==> src/rtl/core/nns_pkg.sv <==
// Shared types and constants for the nearest-neighbour scaler core.
// Used by nns_div and nearest_neighbor_image_scaler_core; no dependencies.
`default_nettype none

package nns_pkg;

  // field widths fixed by the register and port definitions
  localparam int SRC_W     = 9;                // source dimension register
  localparam int DIM_W     = 16;               // output dimension / counters
  localparam int CFG_W     = 16;               // widest configuration register
  localparam int CFG_IDX_W = 2;
  localparam int POS_W     = 16;               // load position
  localparam int PIX_W     = 24;               // one BGR pixel
  localparam int NUM_W     = DIM_W + SRC_W;    // product of a counter and a dimension
  localparam int IDX_W     = 2 * SRC_W;        // row * width + column
  localparam int DIV_CNT_W = $clog2(SRC_W);

  localparam logic [DIM_W-1:0] DIM_MAX = '1;

  // configuration register indexes
  localparam logic [CFG_IDX_W-1:0] CFG_SRC_WIDTH   = 2'd0;
  localparam logic [CFG_IDX_W-1:0] CFG_SRC_HEIGHT  = 2'd1;
  localparam logic [CFG_IDX_W-1:0] CFG_SCALE       = 2'd2;

  localparam logic [SRC_W-1:0] SRC_WIDTH_RST  = 9'd256;
  localparam logic [SRC_W-1:0] SRC_HEIGHT_RST = 9'd256;
  localparam logic [DIM_W-1:0] SCALE_RST      = 16'd256;

  // request to the shared divider: quotient must fit in SRC_W bits
  typedef struct packed {
    logic             start;
    logic [NUM_W-1:0] dividend;
    logic [DIM_W-1:0] divisor;
  } div_req_t;

  typedef struct packed {
    logic             done;
    logic [SRC_W-1:0] quotient;
  } div_rsp_t;

endpackage

`default_nettype wire

==> src/rtl/core/nns_div.sv <==
// Shared restoring divider, one quotient bit per cycle.
// Depends on nns_pkg for widths and the request/response structs.
`default_nettype none

module nns_div (
  input  wire logic              clk,
  input  wire logic              rst_n,
  input  wire nns_pkg::div_req_t req,
  output nns_pkg::div_rsp_t      rsp
);

  logic [nns_pkg::DIM_W-1:0]     rem_r;
  logic [nns_pkg::SRC_W-1:0]     num_r;
  logic [nns_pkg::DIM_W-1:0]     dsr_r;
  logic [nns_pkg::DIV_CNT_W-1:0] cnt_r;
  logic                          busy_r;
  logic                          done_r;

  logic [nns_pkg::DIM_W:0]   trial;
  logic [nns_pkg::DIM_W:0]   diff;
  logic                      ge;
  logic [nns_pkg::DIM_W-1:0] rem_nxt;

  // shift the next dividend bit into the partial remainder
  assign trial   = {rem_r, num_r[nns_pkg::SRC_W-1]};
  assign ge      = trial >= {1'b0, dsr_r};
  assign diff    = trial - {1'b0, dsr_r};
  assign rem_nxt = ge ? diff[nns_pkg::DIM_W-1:0] : trial[nns_pkg::DIM_W-1:0];

  always_ff @(posedge clk) begin
    if (!rst_n) begin
      busy_r <= 1'b0;
      done_r <= 1'b0;
      cnt_r  <= '0;
    end else begin
      done_r <= 1'b0;
      if (req.start) begin
        // upper part of the dividend is below the divisor by construction
        rem_r  <= req.dividend[nns_pkg::NUM_W-1:nns_pkg::SRC_W];
        num_r  <= req.dividend[nns_pkg::SRC_W-1:0];
        dsr_r  <= req.divisor;
        cnt_r  <= '0;
        busy_r <= 1'b1;
      end else if (busy_r) begin
        rem_r <= rem_nxt;
        num_r <= {num_r[nns_pkg::SRC_W-2:0], ge};
        cnt_r <= cnt_r + 1'b1;
        if (cnt_r == nns_pkg::DIV_CNT_W'(nns_pkg::SRC_W - 1)) begin
          busy_r <= 1'b0;
          done_r <= 1'b1;
        end
      end
    end
  end

  assign rsp.done     = done_r;
  assign rsp.quotient = num_r;

  a_no_start_busy: assert property (@(posedge clk) disable iff (!rst_n)
    req.start |-> !busy_r)
    else $error("divider started while busy");

  a_done_pulse: assert property (@(posedge clk) disable iff (!rst_n)
    done_r |=> !done_r)
    else $error("divider done held longer than one cycle");

  a_done_after_busy: assert property (@(posedge clk) disable iff (!rst_n)
    done_r |-> $past(busy_r))
    else $error("divider done without a division in progress");

endmodule

`default_nettype wire

==> config.mk <==
export PLATFORM = sky130hd
export DESIGN_NAME = nns_div
export DESIGN_NICKNAME = d
export VERILOG_FILES = /design/src/rtl/core/nns_pkg.sv /design/src/rtl/core/nns_div.sv
export SDC_FILE = /design/constraint.sdc
export NUM_CORES = 1
export LEC_CHECK = 0
export ABC_CLOCK_PERIOD_IN_PS = 3170
export BUFFER_PORTS_ARGS = -buffer_cell sky130_fd_sc_hd__buf_4
export CAP_MARGIN = 20
export CORE_ASPECT_RATIO = 1.4
export CORE_MARGIN = 2
export CORE_UTILIZATION = 56
export DETAILED_ROUTE_END_ITERATION = 10
export GPL_ROUTABILITY_DRIVEN = 0
export PLACE_DENSITY = 0.81
export SLEW_MARGIN = 25
export SYNTH_ARGS = -nofsm -noshare
export SYNTH_HDL_FRONTEND = slang
export SYNTH_SLANG_ARGS = --single-unit
==> constraint.sdc <==
create_clock -name clk -period 3.17 [get_ports clk]
set_input_delay 0.1585 -clock clk [delete_from_list [all_inputs] [get_ports clk]]
set_output_delay 0.1585 -clock clk [all_outputs]
set_load 0.02 [all_outputs]
==> results.py, run 1 <==
metrics = {
    "timing": {
        "drv_slew": 0,
        "tightest_slew_ns": 0.705,
        "rsz0062_at_grt": "false",
        "skew_ns": 0.0133,
        "hold_viol": 0,
        "min_period_ns": 2.74,
        "finalCritPeriodShare_pct": 86.3,
        "timing.fmax_mhz": 366,
        "setup_viol": 0,
        "setup-tns-final_ns": 0,
        "max-slew-margin-rel_pct": 53.0,
    },
    "drt": {
        "drc": 0,
        "drtIter0Drc": 142,
        "vias": 2333,
        "routedWlPerCell_um": 16.7,
        "ant_nets": 0,
        "routed_via_density": 5.95,
        "routed_wl_um": 6540,
        "first_pass_iters": 5,
    },
    "global_route": {
        "overflow": 0,
        "first_global_vias": 2327,
        "grt_pass1_wl_um": 10500,
        "antenna_found_initial": 0,
        "grt_max_degree": 39,
        "track_usage_pct": 23.6,
    },
    "clock_network": {
        "post_cts.repair.setup_buffers": 0,
        "cts_tree": "built",
        "cts_resized": 0,
        "clkSlewWorstSetupHoldPaths_ns": 0.09,
        "cts.sinks": 47,
        "ctsHoldBuffers": 0,
        "insertion_delay_ns": 0.30,
        "cts.path.max_buffers": 2,
        "clock-root-buffer": "clkbuf_8",
        "ctsHtreeMaxLevel": 2,
        "cts_buffers": 5,
    },
    "power_and_ir_drop": {
        "power_density_mw_per_mm2": 479,
        "p_leak_uw": 0.00143,
        "ir_drop_v": 0.000440,
    },
    "floorplan": {
        "die_x_um": 64.9,
        "dieArea_mm2": 0.00579,
        "num_rows": 31,
        "core_mm2": 0.00508,
        "die_y_um": 89.2,
        "initial_core_util_pct": 57.2,
        "io_pins": 54,
    },
    "critical_path": {
        "critPathMaxFanout": 8,
        "cp-end-kind": "flip-flop",
        "worstPathArrival_ns": 2.76,
        "critPathKind": "reg2reg",
        "worst_setup_path_start_kind": "flip-flop",
        "cp.required_ns": 3.20,
    },
    "cells_and_area": {
        "area_delta_synth_final_pct": 19.3,
        "final_cells": 392,
        "fin_nets": 388,
        "drive_above_1_share_pct": 24.2,
        "n_antenna_cell": 0,
        "n_fill_cell": 397,
        "fin_util_pct": 68.2,
    },
    "placed_design": {
        "port_buffers": 53,
        "dp_cells": 384,
        "hpwlAfterDp_um": 4740,
    },
    "yosys": {
        "syn_area_mm2": 0.00291,
        "synthSimpleGateAreaFrac_pct": 12.8,
        "synth_xor_area_share_pct": 4.52,
        "synth_nets": 338,
        "ys.flop_type": "edfxtp_1",
        "synth_edf_count": 41,
        "netlist_instances": 275,
        "synthArstFlopShare_pct": 0,
        "synth_top_family_by_area": "compound AO/OA/AOI/OAI gates",
        "synth-adder-area-share_pct": 8.44,
        "synth.yosys.seq_area_share_pct": 46.5,
        "synthMuxAreaShare_pct": 3.79,
        "avgSynthCellArea_um2": 10.6,
        "synth_compound_area_share_pct": 18.6,
        "synth_warnings": 0,
        "ys_ff_latch": 47,
        "synth_cell_types": 54,
    },
    "hold_path": {
        "min_path_type": "in2reg",
    },
    "job": {
        "drv_cap": 0,
    },
    "outcome": {
        "status": "finished clean",
    },
}
-- layout by cell type (no fill, tap or decap), drive strengths merged, types with 4 or more instances in the layout --
master	count
clkbuf	7
o21a	4
ha	18
xnor2	5
a31oi	4
nand3b	4
mux2	8
inv	25
a21o	7
a41oi	5
xor2	10
and3	4
nor2b	4
dfxtp	6
o21ai	17
o311ai	6
a21oi	15
nand2	15
nand4	8
buf	57
edfxtp	41
nor2	10
and2	7
-- report_power, final --
part           switching (uW)  internal [uW]  total (uW)  leakage (uW)
clock                     204            224         428     0.0000594
combinational             258            215         473      0.000935
sequential               24.3            735         759      0.000438
-- worst paths after layout --
path	to	depth (start not counted)	slack (ns)	from
worst max-delay path	rem_r[3]	8	0.43	rem_r[5]
worst min-delay path	dsr_r[8]	1	0.03	req[8]
worst max register to register	rem_r[3]	8	0.43	rem_r[5]
worst min register to register	cnt_r[3]	2	0.52	cnt_r[3]
-- layer usage --
metal	vias up	GRT usage (%)	wire, um
met5	-	0	0
met3	8	3.02	224
li1	1135	-	-
met1	1126	27.8	2700
met4	0	9.86	100
met2	64	43.0	3510
-- cell usage after synthesis, drive strengths merged, types with 5 or more instances --
master	number	share of area, %
inv	25	3.2
nand4	8	1.7
nand2	15	1.9
a21o	7	1.8
clkbuf	9	1.2
and2	7	1.6
dfxtp	6	4.1
o311ai	6	1.8
a21oi	15	2.6
ha	18	7.8
buf	5	0.95
o21ai	17	3.1
edfxtp	41	42
xnor2	5	1.5
a41oi	5	1.5
xor2	10	3.0
nor2	10	1.3
mux2	8	3.1
-- state kept, by name, summed over array words and instances (netlist names) --
register	count
dsr_r	16
cnt_r	4
busy_r	1
rem_r	16
done_r	1
num_r	9
-- layout make-up --
class | count | area (um2) | area share (%)
Clock buffer | 7 | 108 | 3.10
Clock inverter | 1 | 5.00 | 0.144
Inverter | 25 | 93.8 | 2.71
Multi-Input combinational cell | 189 | 1400 | 40.3
Sequential cell | 47 | 1350 | 39.0
Tap cell | 66 | 82.6 | 2.38
Timing Repair Buffer | 57 | 428 | 12.3
-- worst max-delay path: stages (launching register included) --
cell and delay [ns]:
edfxtp_1 0.42, ha_1 0.41, a21oi_1 0.20, o21ai_0 0.16
a221o_1 0.39, o21a_1 0.25, nor2_1 0.28, buf_4 0.24
o311ai_1 0.12
-- cell families after synthesis --
family	Yosys count
xor+xnor	15
buf+inv	39
mux	10
compound gates	78
fa+ha+maj	19
flops	47
simple gates	67
-- through the flow --
stage / hold WS [ns] / area, um2 / total power [uW] / setup slack (ns)
3_5_place_dp: 0.338 / 3350 / 1240 / 0.443
6_report: 0.0254 / 3470 / 1660 / 0.434
2_1_floorplan: 0.257 / 2910 / 1100 / 0.576
4_1_cts: 0.0197 / 3470 / 1660 / 0.426
5_1_grt: 0.0147 / 3470 / 1740 / 0.234
3_3_place_gp: 0.337 / 3350 / 1230 / 0.487
(Power assumes the default switching activity.)
==> run 2: changes to the inputs <==
--- a/config.mk
+++ b/config.mk
@@ -5,15 +5,16 @@
 export SDC_FILE = /design/constraint.sdc
 export NUM_CORES = 1
 export LEC_CHECK = 0
+export ABC_AREA = 1
 export ABC_CLOCK_PERIOD_IN_PS = 3170
 export BUFFER_PORTS_ARGS = -buffer_cell sky130_fd_sc_hd__buf_4
 export CAP_MARGIN = 20
 export CORE_ASPECT_RATIO = 1.4
 export CORE_MARGIN = 2
-export CORE_UTILIZATION = 56
+export CORE_UTILIZATION = 57
 export DETAILED_ROUTE_END_ITERATION = 10
 export GPL_ROUTABILITY_DRIVEN = 0
-export PLACE_DENSITY = 0.81
+export PLACE_DENSITY = 0.82
 export SLEW_MARGIN = 25
 export SYNTH_ARGS = -nofsm -noshare
 export SYNTH_HDL_FRONTEND = slang
==> run 2 against run 1 <==
Net effect:
- register-to-register slack improved by 0.20 ns
- non-clock buffer count fell by 3
- via count rose by 22%
- highest routed layer unchanged
- first-iteration DRC count rose by 16%
- synthesized cell count rose by 50%
- cell count rose by 36%
- sequential share of layout area fell by 2.5 points
- fmax rose by 7.7%
- critical path type unchanged
- clock power fell by 4.9%
- die area rose by 6.7%
- power rose by 7.8%
- sequential power rose by 2%
==> results.py, run 2 <==
metrics = {
    "global_route": {
        "first_global_vias": 2913,
        "grt_max_degree": 29,
        "use_met1_pct": 29.1,
        "grt_pass1_wl_um": 12600,
        "overflow": 0,
        "busiest_layer": "met2",
        "antenna_found_initial": 0,
        "grt.met2_usage_pct": 48.8,
        "use_met3_pct": 4.17,
        "track_usage_pct": 26.9,
    },
    "yosys": {
        "yosysMostFrequentCell": "nand2_1",
        "yosysTopAreaCell": "edfxtp_1",
        "avgSynthCellArea_um2": 7.69,
        "synth_edf_count": 41,
        "synth_nets": 475,
        "syn_area_mm2": 0.00317,
        "yosys-top-cells-area": "edfxtp_1, nand2_1, inv_1",
        "ys.flop_type": "edfxtp_1",
        "synth_top_area_share_pct": 38.9,
        "synth_warnings": 0,
        "synthArstFlopShare_pct": 0,
        "synth.yosys.seq_area_share_pct": 42.7,
        "netlist_instances": 412,
        "netlist_top_cells_count": "nand2_1, inv_1, edfxtp_1",
        "synth_cell_types": 32,
        "ys_ff_latch": 47,
    },
    "floorplan": {
        "die_x_um": 67.0,
        "initial_core_util_pct": 58.2,
        "num_rows": 32,
        "core_mm2": 0.00545,
        "dieArea_mm2": 0.00618,
        "die_y_um": 92.2,
        "io_pins": 54,
    },
    "timing": {
        "tightest_slew_ns": 0.837,
        "skew_ns": 0.0109,
        "setup_viol": 0,
        "hold_viol": 0,
        "max-slew-margin-rel_pct": 43.9,
        "setup-tns-final_ns": 0,
        "min_period_ns": 2.54,
        "finalCritPeriodShare_pct": 80.1,
        "drv_slew": 0,
        "timing.fmax_mhz": 394,
        "rsz0062_at_grt": "false",
    },
    "drt": {
        "routedWlPerCell_um": 14.0,
        "ant_nets": 0,
        "routed_wl_um": 7460,
        "drtIter0Drc": 165,
        "vias": 2856,
        "first_pass_iters": 4,
        "routed_via_density": 5.36,
        "drc": 0,
    },
    "cells_and_area": {
        "area_delta_synth_final_pct": 16.8,
        "layout_commonest_cell": "nand2_1",
        "n_antenna_cell": 0,
        "mostFrequentLayoutCells": "nand2_1, inv_1, buf_4",
        "top_regs": "dsr_r: 16 flops, rem_r: 16 flops, num_r: 9 flops",
        "fin_nets": 527,
        "final_cells": 533,
        "drive_above_1_share_pct": 17.6,
    },
    "clock_network": {
        "clock-root-buffer": "clkbuf_8",
        "cts.path.max_buffers": 2,
        "ctsHoldBuffers": 0,
        "post_cts.repair.setup_buffers": 0,
        "ctsHtreeMaxLevel": 2,
        "cts.sinks": 47,
        "cts_resized": 0,
        "insertion_delay_ns": 0.31,
        "cts_tree": "built",
        "clkSlewWorstSetupHoldPaths_ns": 0.11,
        "cts_buffers": 5,
    },
    "critical_path": {
        "cp_common_cell": "nand2_1",
        "worstPathArrival_ns": 2.62,
        "cp.required_ns": 3.25,
        "cp-end-kind": "flip-flop",
        "critPathKind": "reg2reg",
        "worstPathCellList": "ha_1 > nand2_2 > inv_1 > nand2_1 > nand2_1 > nand2_1 > nand2_1 > nor2_4 > nand2_4 > nand2_1 > nand2_1 > nand2_1 > nand2_1",
        "critPathSlowestCell": "edfxtp_1",
        "critPathMaxFanout": 17,
        "max_stage_delay_ns": 0.43,
        "worst_setup_path_start_kind": "flip-flop",
    },
    "power_and_ir_drop": {
        "ir_drop_v": 0.000348,
        "power.total_uw": 1790,
        "p_leak_uw": 0.00188,
        "power_density_mw_per_mm2": 483,
    },
    "hold_path": {
        "min_path_type": "in2reg",
    },
    "outcome": {
        "status": "finished clean",
    },
    "placed_design": {
        "dp_cells": 525,
        "hpwlAfterDp_um": 5500,
        "port_buffers": 53,
    },
    "job": {
        "drv_cap": 0,
    },
}
## run 2: changes by cell type after synthesis, moves of 7 or more
cell and delta:
nand3b_1 +11, mux2_2 -8, inv_1 +38, nand2_2 +7, nand3_1 +34, xor2_1 -7, o21ai_0 -14, a21o_1 -7
nand2_1 +139
## run 2: power breakdown
part           leakage (uW)  total [uW]  internal, uW  switching, uW
sequential         0.000442         773           745           27.6
combinational       0.00139         610           232            378
clock             0.0000510         407           165            242
## run 2: worst max-delay path: cells and delay by family (launching register included)
family / cells / cell delay [ns]
buffers and inverters: 1 / 0.04
DFF: 1 / 0.43
and+or+nand+nor: 11 / 1.43
adders and majority gates: 1 / 0.40
## run 2: worst paths after layout
check / slack [ns] / end / cells past startpoint / start
setup / recovery: 0.63 / rem_r[13] / 13 / rem_r[11]
hold / removal: 0.01 / dsr_r[15] / 1 / req[15]
setup reg to reg: 0.63 / rem_r[13] / 13 / rem_r[11]
hold reg to reg: 0.52 / cnt_r[0] / 2 / cnt_r[0]
## run 2: cell families after synthesis
| group | count (synthesis) | share of synthesized area [%] |
|---|---|---|
| XOR/XNOR | 6 | 1.66 |
| buffers and inverters | 77 | 9.72 |
| flip-flops | 47 | 42.7 |
| AO/OA/AOI/OAI | 14 | 2.37 |
| AND/OR/NAND/NOR | 249 | 35.9 |
| adder cells (fa/ha/maj) | 19 | 7.74 |
## run 2: layout make-up
| type | count | area, um2 |
|---|---|---|
| Tap cell | 68 | 85.1 |
| Fill cell | 503 | 1740 |
| Sequential cell | 47 | 1350 |
| Multi-Input combinational cell | 288 | 1510 |
| Inverter | 68 | 255 |
| Clock inverter | 3 | 26.3 |
| Timing Repair Buffer | 54 | 405 |
| Clock buffer | 5 | 68.8 |
## run 2: through the flow
stage          setup slack, ns  hold slack, ns  cell area [um2]  utilization (%)
5_1_grt                  0.432        0.000842             3700             68.0
3_5_place_dp             0.672           0.338             3610             66.2
6_report                 0.630          0.0105             3700             68.0
4_1_cts                  0.640          0.0122             3700             68.0
2_1_floorplan             1.06           0.257             3170                -
3_3_place_gp             0.736           0.336             3610             66.2
## run 2: routing by layer
layer | wire length [um] | up-vias
met5 | 0 | -
met4 | 245 | 0
met3 | 383 | 22
met2 | 3990 | 115
met1 | 2850 | 1307
li1 | - | 1412
==> run 3: changes to the inputs <==
--- a/config.mk
+++ b/config.mk
@@ -5,16 +5,16 @@
 export SDC_FILE = /design/constraint.sdc
 export NUM_CORES = 1
 export LEC_CHECK = 0
-export ABC_AREA = 1
-export ABC_CLOCK_PERIOD_IN_PS = 3170
+export ABC_AREA = 0
+export ABC_CLOCK_PERIOD_IN_PS = 2400
 export BUFFER_PORTS_ARGS = -buffer_cell sky130_fd_sc_hd__buf_4
 export CAP_MARGIN = 20
 export CORE_ASPECT_RATIO = 1.4
 export CORE_MARGIN = 2
-export CORE_UTILIZATION = 57
+export CORE_UTILIZATION = 56
 export DETAILED_ROUTE_END_ITERATION = 10
 export GPL_ROUTABILITY_DRIVEN = 0
-export PLACE_DENSITY = 0.82
+export PLACE_DENSITY = 0.81
 export SLEW_MARGIN = 25
 export SYNTH_ARGS = -nofsm -noshare
 export SYNTH_HDL_FRONTEND = slang
==> constraint.sdc (replaced) <==
create_clock -name clk -period 2.4 [get_ports clk]
set_input_delay 0.12 -clock clk [delete_from_list [all_inputs] [get_ports clk]]
set_output_delay 0.12 -clock clk [all_outputs]
set_load 0.02 [all_outputs]
==> run 3 against run 2 <==
Net effect:
- the flow now finishes with violations (setup timing)
- utilization up 12 points
- fmax is 3.2% higher
- hold slack improved by 0.072 ns
- cell count down 17%
- worst setup slack worse by 0.69 ns
- wire length up 0.95%
- clock skew down 0.0059 ns
- critical endpoint is now rem_r[14]
- largest power group unchanged
- highest routed layer unchanged
==> results.py, run 3 (same netlist as run 1, synthesis figures left out) <==
metrics = {
    "outcome": {
        "status": "complete, but fails checks",
        "failed_checks": "setup timing",
    },
    "timing": {
        "setup_ws_ns": -0.0605,
        "hold_viol": 0,
        "finalCritPeriodShare_pct": 103,
        "min_period_ns": 2.46,
        "timing.fmax_mhz": 406,
        "setup_viol": 2,
        "rsz0062_at_grt": "true",
        "drv_slew": 0,
        "skew_ns": 0.00502,
        "max-slew-margin-rel_pct": 51.8,
        "timing.hold.ws_ns": 0.0823,
        "tightest_slew_ns": 0.722,
    },
    "global_route": {
        "first_global_vias": 2536,
        "grt_pass1_wl_um": 11400,
        "overflow": 0,
        "antenna_found_initial": 0,
        "grt_max_degree": 39,
        "track_usage_pct": 25.8,
    },
    "clock_network": {
        "insertion_delay_ns": 0.31,
        "cts_tree": "built",
        "cts.sinks": 47,
        "clock-root-buffer": "clkbuf_8",
        "cts_buffers": 5,
        "cts.path.max_buffers": 2,
        "clkSlewWorstSetupHoldPaths_ns": 0.09,
        "ctsHtreeMaxLevel": 2,
    },
    "critical_path": {
        "critPathSlowestCell": "or4_1",
        "cp.required_ns": 2.48,
        "worstPathArrival_ns": 2.54,
        "worstPathCellList": "inv_2 > ha_4 > a21o_1 > a31o_2 > a221o_1 > o21a_1 > or4_1 > o221a_1",
        "cp-end-kind": "flip-flop",
        "critPathMaxFanout": 5,
        "worst_setup_path_start_kind": "flip-flop",
        "max_stage_delay_ns": 0.42,
        "critPathKind": "reg2reg",
    },
    "cells_and_area": {
        "fin_util_pct": 79.5,
        "n_antenna_cell": 0,
        "drive_above_1_share_pct": 37.3,
        "top_regs": "dsr_r: 16 flops, rem_r: 16 flops, num_r: 9 flops",
        "area_delta_synth_final_pct": 39.1,
        "mostFrequentLayoutCells": "buf_4, edfxtp_1, inv_1",
        "final_cells": 441,
        "fin_area_mm2": 0.00404,
        "fin_nets": 437,
        "layout_commonest_cell": "buf_4",
    },
    "drt": {
        "vias": 2576,
        "routedWlPerCell_um": 17.1,
        "first_pass_iters": 4,
        "drc": 0,
        "drtIter0Drc": 159,
        "ant_nets": 0,
        "routed_wl_um": 7530,
        "routed_via_density": 5.84,
    },
    "job": {
        "drv_cap": 0,
    },
    "power_and_ir_drop": {
        "power_density_mw_per_mm2": 581,
        "ir_drop_v": 0.000358,
        "p_leak_uw": 0.00166,
    },
    "placed_design": {
        "hpwlAfterDp_um": 5070,
        "port_buffers": 53,
        "dpl_cell_area_mm2": 0.00358,
        "dp_cells": 409,
    },
    "floorplan": {
        "die_x_um": 64.9,
        "initial_core_util_pct": 57.2,
        "num_rows": 31,
        "io_pins": 54,
        "core_mm2": 0.00508,
        "die_y_um": 89.2,
        "dieArea_mm2": 0.00579,
    },
    "hold_path": {
        "min_path_type": "in2reg",
    },
}
==> run 3: changes by cell type in the layout (fill, tap and decap cells not counted), moves of 8 or more <==
cell and delta:
ha_4 +8, o21ai_0 +11, nand3_1 -34, ha_1 -8, inv_1 -42, mux2_2 +8, buf_4 +34, nand3b_1 -11
dlygate4sd3_1 +16, nand2_1 -139
==> run 3: what timing repair did <==
action,CTS,global route
hold endpoints to repair,16,0
setup endpoints to repair,10,17
buffers inserted,1,8
gates cloned,0,0
gates resized for setup,5,22
pin swaps,7,14
hold buffers,16,0
==> run 3: worst paths after layout <==
kind                    end  cells past startpoint       from  slack [ns]
setup / recovery  rem_r[14]                      8  dsr_r[11]       -0.06
hold / removal     rem_r[2]                      3    req[27]        0.08
setup reg to reg  rem_r[14]                      8  dsr_r[11]       -0.06
hold reg to reg    cnt_r[3]                      2   cnt_r[3]        0.53
==> run 3: report_power, final <==
group,internal [uW],leakage (uW),switching [uW]
logic,417,0.00117,394
clock network,236,0.0000517,287
registers,971,0.000438,41.8
==> run 3: through the flow <==
step / worst slack, ns / TNS, ns / total power, uW
global placement: -0.0500 / -0.0722 / 1710
detailed placement: -0.107 / -0.314 / 1720
global route: -0.146 / -0.396 / 2460
CTS: -0.0331 / -0.0331 / 2270
floorplan: -0.00363 / -0.00363 / 1470
finish: -0.0605 / -0.0791 / 2350
==> run 3: layer usage <==
| metal | up-vias | track usage [%] | share of wire [%] |
|---|---|---|---|
| met5 | - | 0 | 0 |
| li1 | 1238 | - | - |
| met2 | 103 | 47.6 | 54 |
| met3 | 18 | 4.91 | 5.9 |
| met4 | 0 | 11.0 | 2.6 |
| met1 | 1217 | 29.1 | 38 |
==> run 3: critical path, delay by kind of cell, from the launching register on <==
kind	cells	cell delay, ns
AND/OR/NAND/NOR	1	0.42
AO/OA/AOI/OAI	5	1.10
buffers and inverters	1	0.09
flip-flops	1	0.41
adder cells (fa/ha/maj)	1	0.21
==> run 3: area by class of cell <==
type,instances,area (um2)
fill,293,1040
sequential,47,1350
multi-input combinational,189,1570
timing repair buffer,106,843
clock inverter,2,15.0
tap,66,82.6
inverter,25,93.8
clock buffer,6,82.6
